===== config.mk =====
export PLATFORM = sky130hd
export DESIGN_NAME = ansi_sgr_color_parser
export DESIGN_NICKNAME = d
export VERILOG_FILES = /design/src/rtl/asgr_pkg.sv /design/src/rtl/asgr_apply.sv /design/src/rtl/asgr_step.sv /design/src/rtl/ansi_sgr_color_parser.sv
export SDC_FILE = /design/constraint.sdc
export NUM_CORES = 1
export LEC_CHECK = 0
export BUFFER_PORTS_ARGS = -buffer_cell sky130_fd_sc_hd__buf_4
export CAP_MARGIN = 10
export CORE_MARGIN = 10
export CORE_UTILIZATION = 30
export CTS_CLUSTER_DIAMETER = 120
export DETAILED_ROUTE_END_ITERATION = 8
export MAX_ROUTING_LAYER = met4
export PLACE_DENSITY = 0.58
export SLEW_MARGIN = 10
export SYNTH_ARGS = -nofsm -noshare
export SYNTH_HDL_FRONTEND = slang
export SYNTH_SLANG_ARGS = --single-unit

===== constraint.sdc =====
create_clock -name clk -period 4 [get_ports clk]
set_input_delay 0.6 -clock clk [delete_from_list [all_inputs] [get_ports clk]]
set_output_delay 0.6 -clock clk [all_outputs]
set_load 0.01 [all_outputs]

===== src/rtl/asgr_pkg.sv =====
`timescale 1ns / 1ps
`default_nettype none
package asgr_pkg;

  localparam logic [2:0] PH_IDLE   = 3'd0;
  localparam logic [2:0] PH_ESC    = 3'd1;
  localparam logic [2:0] PH_START  = 3'd2;
  localparam logic [2:0] PH_DIGITS = 3'd3;
  localparam logic [2:0] PH_SEP    = 3'd4;

  localparam logic [7:0] CH_ESC      = 8'h1b;
  localparam logic [7:0] CH_LBRACKET = 8'h5b;
  localparam logic [7:0] CH_ZERO     = 8'h30;

  localparam logic [3:0] DEFAULT_FG_RST = 4'd7;
  localparam logic [3:0] DEFAULT_BG_RST = 4'd0;

  localparam logic REG_DEFAULT_FG = 1'b0;
  localparam logic REG_DEFAULT_BG = 1'b1;

  typedef struct packed {
    logic [7:0] data_byte;
    logic       buffer_end;
  } in_item_t;

  typedef struct packed {
    logic [3:0] fg_color;
    logic [3:0] bg_color;
    logic       text_valid;
    logic [7:0] text_byte;
    logic       in_sequence;
  } out_item_t;

  typedef struct packed {
    logic [2:0] phase;
    logic [7:0] accum;
    logic [3:0] fg;
    logic [3:0] bg;
  } state_t;

  // ANSI color index to VGA palette index
  function automatic logic [2:0] vga_of_ansi(input logic [2:0] idx);
    logic [2:0] res;
    case (idx)
      3'd0: res = 3'd0;
      3'd1: res = 3'd4;
      3'd2: res = 3'd2;
      3'd3: res = 3'd6;
      3'd4: res = 3'd1;
      3'd5: res = 3'd5;
      3'd6: res = 3'd3;
      default: res = 3'd7;
    endcase
    return res;
  endfunction

endpackage
`default_nettype wire


===== src/rtl/asgr_apply.sv =====
`timescale 1ns / 1ps
`default_nettype none
module asgr_apply (
  input  wire logic       apply_en,
  input  wire logic [7:0] code,
  input  wire logic [3:0] fg,
  input  wire logic [3:0] bg,
  input  wire logic [3:0] default_fg,
  input  wire logic [3:0] default_bg,
  output logic      [3:0] fg_nxt,
  output logic      [3:0] bg_nxt
);

  logic [7:0] off30;
  logic [7:0] off40;
  logic [7:0] off90;
  logic [7:0] off100;

  assign off30  = code - 8'd30;
  assign off40  = code - 8'd40;
  assign off90  = code - 8'd90;
  assign off100 = code - 8'd100;

  always_comb begin
    fg_nxt = fg;
    bg_nxt = bg;
    if (apply_en) begin
      if (code == 8'd0) begin
        fg_nxt = default_fg;
        bg_nxt = default_bg;
      end else if (code inside {[8'd30:8'd37]}) begin
        fg_nxt = {1'b0, asgr_pkg::vga_of_ansi(off30[2:0])};
      end else if (code inside {[8'd40:8'd47]}) begin
        bg_nxt = {1'b0, asgr_pkg::vga_of_ansi(off40[2:0])};
      end else if (code inside {[8'd90:8'd97]}) begin
        fg_nxt = {1'b1, asgr_pkg::vga_of_ansi(off90[2:0])};
      end else if (code inside {[8'd100:8'd107]}) begin
        bg_nxt = {1'b1, asgr_pkg::vga_of_ansi(off100[2:0])};
      end
    end
  end

endmodule
`default_nettype wire


===== src/rtl/asgr_step.sv =====
`timescale 1ns / 1ps
`default_nettype none
module asgr_step (
  input  wire asgr_pkg::state_t   state,
  input  wire asgr_pkg::in_item_t item,
  input  wire logic [3:0]         default_fg,
  input  wire logic [3:0]         default_bg,
  output asgr_pkg::state_t        state_nxt,
  output asgr_pkg::out_item_t     result
);

  logic [7:0] b;
  logic       last;
  logic       digit;
  logic       fin;
  logic       ctrl;
  logic [7:0] dval;
  logic [2:0] ph;
  logic [7:0] acc;
  logic       text;
  logic       apply_en;
  logic [7:0] code;
  logic [3:0] fg_nxt;
  logic [3:0] bg_nxt;

  assign b     = item.data_byte;
  assign last  = item.buffer_end;
  assign digit = b inside {[8'h30:8'h39]};
  assign fin   = b inside {[8'h40:8'h7e]};
  assign ctrl  = (b < 8'h20) || (b >= 8'h80);
  assign dval  = b - asgr_pkg::CH_ZERO;

  always_comb begin
    ph       = state.phase;
    acc      = state.accum;
    text     = 1'b0;
    apply_en = 1'b0;
    code     = 8'd0;
    case (state.phase)
      asgr_pkg::PH_IDLE: begin
        if (b == asgr_pkg::CH_ESC && !last) begin
          ph = asgr_pkg::PH_ESC;
        end else begin
          text = 1'b1;
        end
      end
      asgr_pkg::PH_ESC: begin
        ph = (b == asgr_pkg::CH_LBRACKET) ? asgr_pkg::PH_START : asgr_pkg::PH_IDLE;
      end
      asgr_pkg::PH_START, asgr_pkg::PH_SEP: begin
        if (fin) begin
          ph = asgr_pkg::PH_IDLE;
        end else if (digit) begin
          acc = dval;
          ph  = asgr_pkg::PH_DIGITS;
        end else if (ctrl) begin
          apply_en = 1'b1;
          ph       = asgr_pkg::PH_IDLE;
        end else begin
          // an empty first field closed by a separator applies code 0
          apply_en = (state.phase == asgr_pkg::PH_START);
          ph       = asgr_pkg::PH_SEP;
        end
      end
      asgr_pkg::PH_DIGITS: begin
        if (digit) begin
          acc = {state.accum[4:0], 3'b000} + {state.accum[6:0], 1'b0} + dval;
        end else begin
          apply_en = 1'b1;
          code     = state.accum;
          ph       = (fin || ctrl) ? asgr_pkg::PH_IDLE : asgr_pkg::PH_SEP;
        end
      end
      default: begin
        // unused phase codes behave as idle
        if (b == asgr_pkg::CH_ESC && !last) begin
          ph = asgr_pkg::PH_ESC;
        end else begin
          ph   = asgr_pkg::PH_IDLE;
          text = 1'b1;
        end
      end
    endcase
    if (last) begin
      if (ph == asgr_pkg::PH_DIGITS) begin
        apply_en = 1'b1;
        code     = acc;
      end
      ph = asgr_pkg::PH_IDLE;
    end
  end

  asgr_apply u_apply (
    .apply_en   (apply_en),
    .code       (code),
    .fg         (state.fg),
    .bg         (state.bg),
    .default_fg (default_fg),
    .default_bg (default_bg),
    .fg_nxt     (fg_nxt),
    .bg_nxt     (bg_nxt)
  );

  always_comb begin
    state_nxt.phase    = ph;
    state_nxt.accum    = acc;
    state_nxt.fg       = fg_nxt;
    state_nxt.bg       = bg_nxt;
    result.fg_color    = fg_nxt;
    result.bg_color    = bg_nxt;
    result.text_valid  = text;
    result.text_byte   = text ? b : 8'h00;
    result.in_sequence = (ph != asgr_pkg::PH_IDLE);
  end

endmodule
`default_nettype wire


===== src/rtl/ansi_sgr_color_parser.sv =====
// ANSI SGR color parser.
// Input channel (in_valid/in_ready/in_data): one terminal byte per transaction,
// with buffer_end marking the last byte of a caller buffer.
// Result channel (out_valid/out_ready/out_data): exactly one result per input
// transaction, in order: current foreground/background VGA colors, the
// pass-through text byte with its valid flag, and the open-sequence flag.
// Configuration: APB-style port, default_fg at address 0, default_bg at 4.
// Write only while no transaction is in flight.
// Pipeline: an accepted byte is captured in an input register, and its result
// is then registered in the result register, which drives out_valid/out_data.
// Throughput: one byte per cycle while out_ready is high; the parser state
// update is combinational between the input and result registers.
// When out_ready is low, the result register holds, the input register fills,
// and in_ready drops once both are full; nothing is lost.
// Reset (rst_n low, synchronous): parser idle, colors and defaults return to
// foreground 7 and background 0, both pipeline registers empty.
`timescale 1ns / 1ps
`default_nettype none
module ansi_sgr_color_parser (
  input  wire logic                clk,
  input  wire logic                rst_n,
  input  wire logic                in_valid,
  output logic                     in_ready,
  input  wire asgr_pkg::in_item_t  in_data,
  output logic                     out_valid,
  input  wire logic                out_ready,
  output asgr_pkg::out_item_t      out_data,
  input  wire logic                psel,
  input  wire logic                penable,
  input  wire logic                pwrite,
  input  wire logic [2:0]          paddr,
  input  wire logic [31:0]         pwdata,
  output logic [31:0]              prdata,
  output logic                     pready
);

  logic                 s1_valid_r;
  asgr_pkg::in_item_t   s1_item_r;
  logic                 out_valid_r;
  asgr_pkg::out_item_t  out_item_r;
  asgr_pkg::state_t     state_r;
  asgr_pkg::state_t     state_nxt;
  asgr_pkg::out_item_t  result;
  logic [3:0]           default_fg_r;
  logic [3:0]           default_bg_r;
  logic                 advance;
  logic                 cfg_wr;

  assign advance  = s1_valid_r && (!out_valid_r || out_ready);
  assign in_ready = !s1_valid_r || advance;
  assign cfg_wr   = psel && penable && pwrite;
  assign pready   = 1'b1;

  always_comb begin
    case (paddr[2])
      asgr_pkg::REG_DEFAULT_FG: prdata = {28'd0, default_fg_r};
      asgr_pkg::REG_DEFAULT_BG: prdata = {28'd0, default_bg_r};
      default:                  prdata = 32'd0;
    endcase
  end

  asgr_step u_step (
    .state      (state_r),
    .item       (s1_item_r),
    .default_fg (default_fg_r),
    .default_bg (default_bg_r),
    .state_nxt  (state_nxt),
    .result     (result)
  );

  always_ff @(posedge clk) begin
    if (!rst_n) begin
      default_fg_r <= asgr_pkg::DEFAULT_FG_RST;
      default_bg_r <= asgr_pkg::DEFAULT_BG_RST;
    end else if (cfg_wr) begin
      if (paddr[2] == asgr_pkg::REG_DEFAULT_FG) begin
        default_fg_r <= pwdata[3:0];
      end else begin
        default_bg_r <= pwdata[3:0];
      end
    end
  end

  always_ff @(posedge clk) begin
    if (!rst_n) begin
      s1_valid_r     <= 1'b0;
      out_valid_r    <= 1'b0;
      state_r.phase  <= asgr_pkg::PH_IDLE;
      state_r.accum  <= 8'd0;
      state_r.fg     <= asgr_pkg::DEFAULT_FG_RST;
      state_r.bg     <= asgr_pkg::DEFAULT_BG_RST;
    end else begin
      if (in_valid && in_ready) begin
        s1_valid_r <= 1'b1;
      end else if (advance) begin
        s1_valid_r <= 1'b0;
      end
      if (advance) begin
        out_valid_r <= 1'b1;
        state_r     <= state_nxt;
      end else if (out_ready) begin
        out_valid_r <= 1'b0;
      end
    end
  end

  always_ff @(posedge clk) begin
    if (in_valid && in_ready) begin
      s1_item_r <= in_data;
    end
    if (advance) begin
      out_item_r <= result;
    end
  end

  assign out_valid = out_valid_r;
  assign out_data  = out_item_r;

endmodule
`default_nettype wire


==> flow_summary.json <==
{
  "regArea_um2": 1390,
  "start_kind": "register",
  "holdWs_ns": 0.470,
  "io_buffers": 44,
  "synthCells": 410,
  "fin_setup_tns_ns": 0,
  "holdCritPathClass": "input pin to register",
  "grt_pass1_wl_um": 17100,
  "num_antenna_cells": 0,
  "maxSlewHeadroom_pct": 47.9,
  "clk_pin_slew_ns": 0.08,
  "r2r-start": "s1_item_r[5]$_DFFE_PP_",
  "die_w_um": 133,
  "synth-compound-area-share_pct": 21.6,
  "synth_top_family_by_area": "compound AO/OA/AOI/OAI gates",
  "firstDrtPassIters": 4,
  "gp_congestion": 0.872,
  "cts_sinks": 56,
  "netlist-cell-type-count": 78,
  "finalSetupViolCount": 0,
  "nNetsFinal": 552,
  "via_count": 3222,
  "peakVddDrop_mv": 0.141,
  "critPathMaxStageDelay_ns": 0.54,
  "track_usage_pct": 11.9,
  "status": "finished clean",
  "power.density_nw_per_um2": 277,
  "r2r_cells": 13,
  "chipHeight_um": 133,
  "grt_pass1_vias": 3318,
  "internal_power_uw": 981,
  "crit_top_cell": "ha_1",
  "htreeDepth": 2,
  "p_sw_share_pct": 24.3,
  "cap_viol_max_count": 0,
  "drt_iter0_drc": 199,
  "rows": 41,
  "hold_viol": 0,
  "cts_tree": "built",
  "cpMaxStageDelayCell": "or4_1",
  "avgSynthCellArea_um2": 9.29,
  "min_from": "in_data[5]",
  "reg2reg_setup_slack_ns": 0.17,
  "cts-root-buf": "clkbuf_16",
  "multi_input_area_um2": 2210,
  "synth_xor_area_share_pct": 2.79,
  "p_clk_share_pct": 40.0,
  "dieArea_um2": 17600,
  "worst_pin_slew_ns": 0.776,
  "wl_per_cell_um": 15.8,
  "area_growth_pct": 22.7,
  "drive_gt1_share_pct": 23.9,
  "synthSimpleGateAreaFrac_pct": 19.0,
  "hold_end": "s1_item_r[5]$_DFFE_PP_",
  "power_leakage_nw": 1.90,
  "clockBufferDepth": 2,
  "period_share_pct": 95.6,
  "fin_worst_skew_ns": 0.00402,
  "arrival_ns": 3.89,
  "power_switching_uw": 315,
  "path_class": "register to register",
  "max_freq_mhz": 261,
  "io-pin-count": 104,
  "synthArstFlopShare_pct": 0,
  "ant_nets": 0,
  "critPathTopFamily": "adder cells",
  "ys_ff_latch": 56,
  "grt_max_degree": 27,
  "clk_latency_ns": 0.30,
  "worst-path-stages": 13,
  "synth_adder_area_share_pct": 6.57,
  "rsz0062_at_grt": "false",
  "worstPathCellList": "inv_1 > ha_1 > fa_1 > ha_1 > buf_4 > a21o_1 > and4_1 > or4_1 > mux2_4 > nor2_4 > nor2_2 > o32a_1 > o21a_1",
  "cts_buffers": 5,
  "initial_utilization_pct": 30.4,
  "synthMuxAreaShare_pct": 3.91,
  "coreArea_um2": 12500,
  "viasPerCell": 4.90,
  "pwr-share-comb_pct": 11.5,
  "critPathCaptureType": "register",
  "critical_path_buf_inv_count": 2,
  "place_inst": 648,
  "overflow": 0,
  "fillCellCount": 1296,
  "postRouteWirelength_um": 10400,
  "synth_area_um2": 3810,
  "min_path_cells": 1,
  "post-route-min-period_ns": 3.83,
  "finalNonFillerCells": 657,
  "synth_edf_count": 27,
  "antenna_found_initial": 0,
  "finalMaxSlewViolations": 0,
  "required_ns": 4.07,
  "r2r_end": "out_data[16]$_DFFE_PP_",
  "drc": 0,
  "dp_hpwl_um": 8070,
  "ys_warn_count": 0,
  "yosysSeqAreaShare_pct": 36.5,
  "crit_fanout": 4,
  "synth_ff_type": "dfxtp_1",
  "seqPwrFrac_pct": 48.6
}
## cells by family after synthesis
logic type,Yosys count
mux,14
xor+xnor,9
buf+inv,61
fa+ha+maj,17
compound gates,109
other cells,2
flops,56
simple gates,142
## through the flow
step	area (um^2)	total power, mW	util [%]	setup slack, ns
final	4670	1.30	37.3	0.175
after global routing	4670	1.35	37.3	0.00196
after CTS	4620	1.30	36.9	0.0206
after detailed placement	4450	0.789	35.5	0.0199
after global placement	4450	0.787	35.5	0.0464
after floorplan	3910	0.742	-	0.0863
## registers in the layout (all words and copies together), names as in the netlist
| signal | cells |
|---|---|
| default_bg_r | 4 |
| s1_valid_r | 1 |
| default_fg_r | 4 |
| state_r | 19 |
| s1_item_r | 9 |
| out_valid | 1 |
| out_data | 18 |
## power groups by stage
stage          sequential, mW  clock [mW]  combinational [mW]
2_1_floorplan           0.644           0              0.0983
3_3_place_gp            0.643           0               0.144
3_5_place_dp            0.643           0               0.146
4_1_cts                 0.630       0.527               0.147
5_1_grt                 0.632       0.551               0.164
6_report                0.629       0.518               0.149
## synth_stat cells, types with 3 or more instances
| cell | count | area, um^2 |
|---|---|---|
| buf_4 | 29 | 218 |
| a32oi_1 | 3 | 26.3 |
| a22o_1 | 4 | 35.0 |
| mux2_2 | 3 | 33.8 |
| dfxtp_1 | 29 | 581 |
| o21a_1 | 3 | 22.5 |
| inv_1 | 17 | 63.8 |
| a22oi_1 | 7 | 52.6 |
| nand2b_1 | 3 | 18.8 |
| nor2b_1 | 6 | 37.5 |
| nor4_1 | 4 | 25.0 |
| or2_2 | 6 | 37.5 |
| a31oi_1 | 4 | 25.0 |
| buf_2 | 3 | 15.0 |
| nand2_1 | 34 | 128 |
| a21oi_1 | 18 | 90.1 |
| nor3b_1 | 4 | 30.0 |
| and3_1 | 7 | 43.8 |
| o21ai_0 | 19 | 95.1 |
| nor3_1 | 9 | 45.0 |
| nand3_1 | 5 | 25.0 |
| xor2_1 | 3 | 26.3 |
| a32o_1 | 3 | 30.0 |
| o211ai_1 | 4 | 30.0 |
| edfxtp_1 | 27 | 811 |
| or4_1 | 3 | 22.5 |
| ha_1 | 12 | 150 |
| fa_1 | 5 | 100 |
| clkbuf_1 | 7 | 26.3 |
| and2_1 | 6 | 37.5 |
| and3b_1 | 3 | 26.3 |
| a21o_1 | 6 | 45.0 |
| xnor2_1 | 4 | 35.0 |
| nor2_1 | 40 | 150 |
| mux2i_1 | 10 | 100 |
| a211oi_1 | 4 | 30.0 |
| o31ai_1 | 5 | 37.5 |
## per-layer routing
| metal | global-route usage [%] | part of all wire, % |
|---|---|---|
| met1 | 14.6 | 46 |
| met4 | 3.85 | 1.2 |
| met2 | 20.2 | 50 |
| met3 | 1.21 | 3.0 |
| met5 | - | 0 |
## layout make-up
type / count / area share [%]
repair buffers: 82 / 13.2
clock buffers: 5 / 2.68
multi-input cells: 320 / 47.3
inverters: 19 / 1.53
flip-flops and latches: 56 / 29.8
clock inverters: 3 / 0.964
well taps: 172 / 4.61
## placed cells by master, fill, tap and decap left out, types with 5 or more instances in the layout
cell type and n:
buf_4 82, nor2_1 39, nand2_1 34, conb_1 29, dfxtp_1 29, edfxtp_1 27
o21ai_0 19, a21oi_1 18, inv_1 17, ha_1 11, mux2i_1 10, nor3_1 9
and3_1 7, a22oi_1 7, nor2b_1 6, and2_1 6, or2_2 6, a21o_1 6
nand3_1 5, o31ai_1 5, fa_1 5, clkbuf_16 5
## how the worst max path moves through the flow
stage	startpoint	slack [ns]	end
6_report	s1_item_r[5]$_DFFE_PP_	0.17	out_data[16]$_DFFE_PP_
4_1_cts	s1_item_r[6]$_DFFE_PP_	0.02	state_r[4]$_SDFFE_PN1P_
2_1_floorplan	s1_item_r[5]$_DFFE_PP_	0.09	out_data[10]$_DFFE_PP_
5_1_grt	state_r[10]$_SDFFE_PN0P_	0.002	out_data[16]$_DFFE_PP_
3_5_place_dp	s1_item_r[6]$_DFFE_PP_	0.02	out_data[12]$_DFFE_PP_
3_3_place_gp	s1_item_r[6]$_DFFE_PP_	0.05	out_data[11]$_DFFE_PP_
## what timing repair did
item | 4_1_cts | 5_1_grt
setup endpoints to repair | 2 | 16
setup buffers | 0 | 1
gates resized for setup | 1 | 6
pin swaps | 0 | 1
hold buffers | 0 | 0
(Power assumes the default switching activity.)
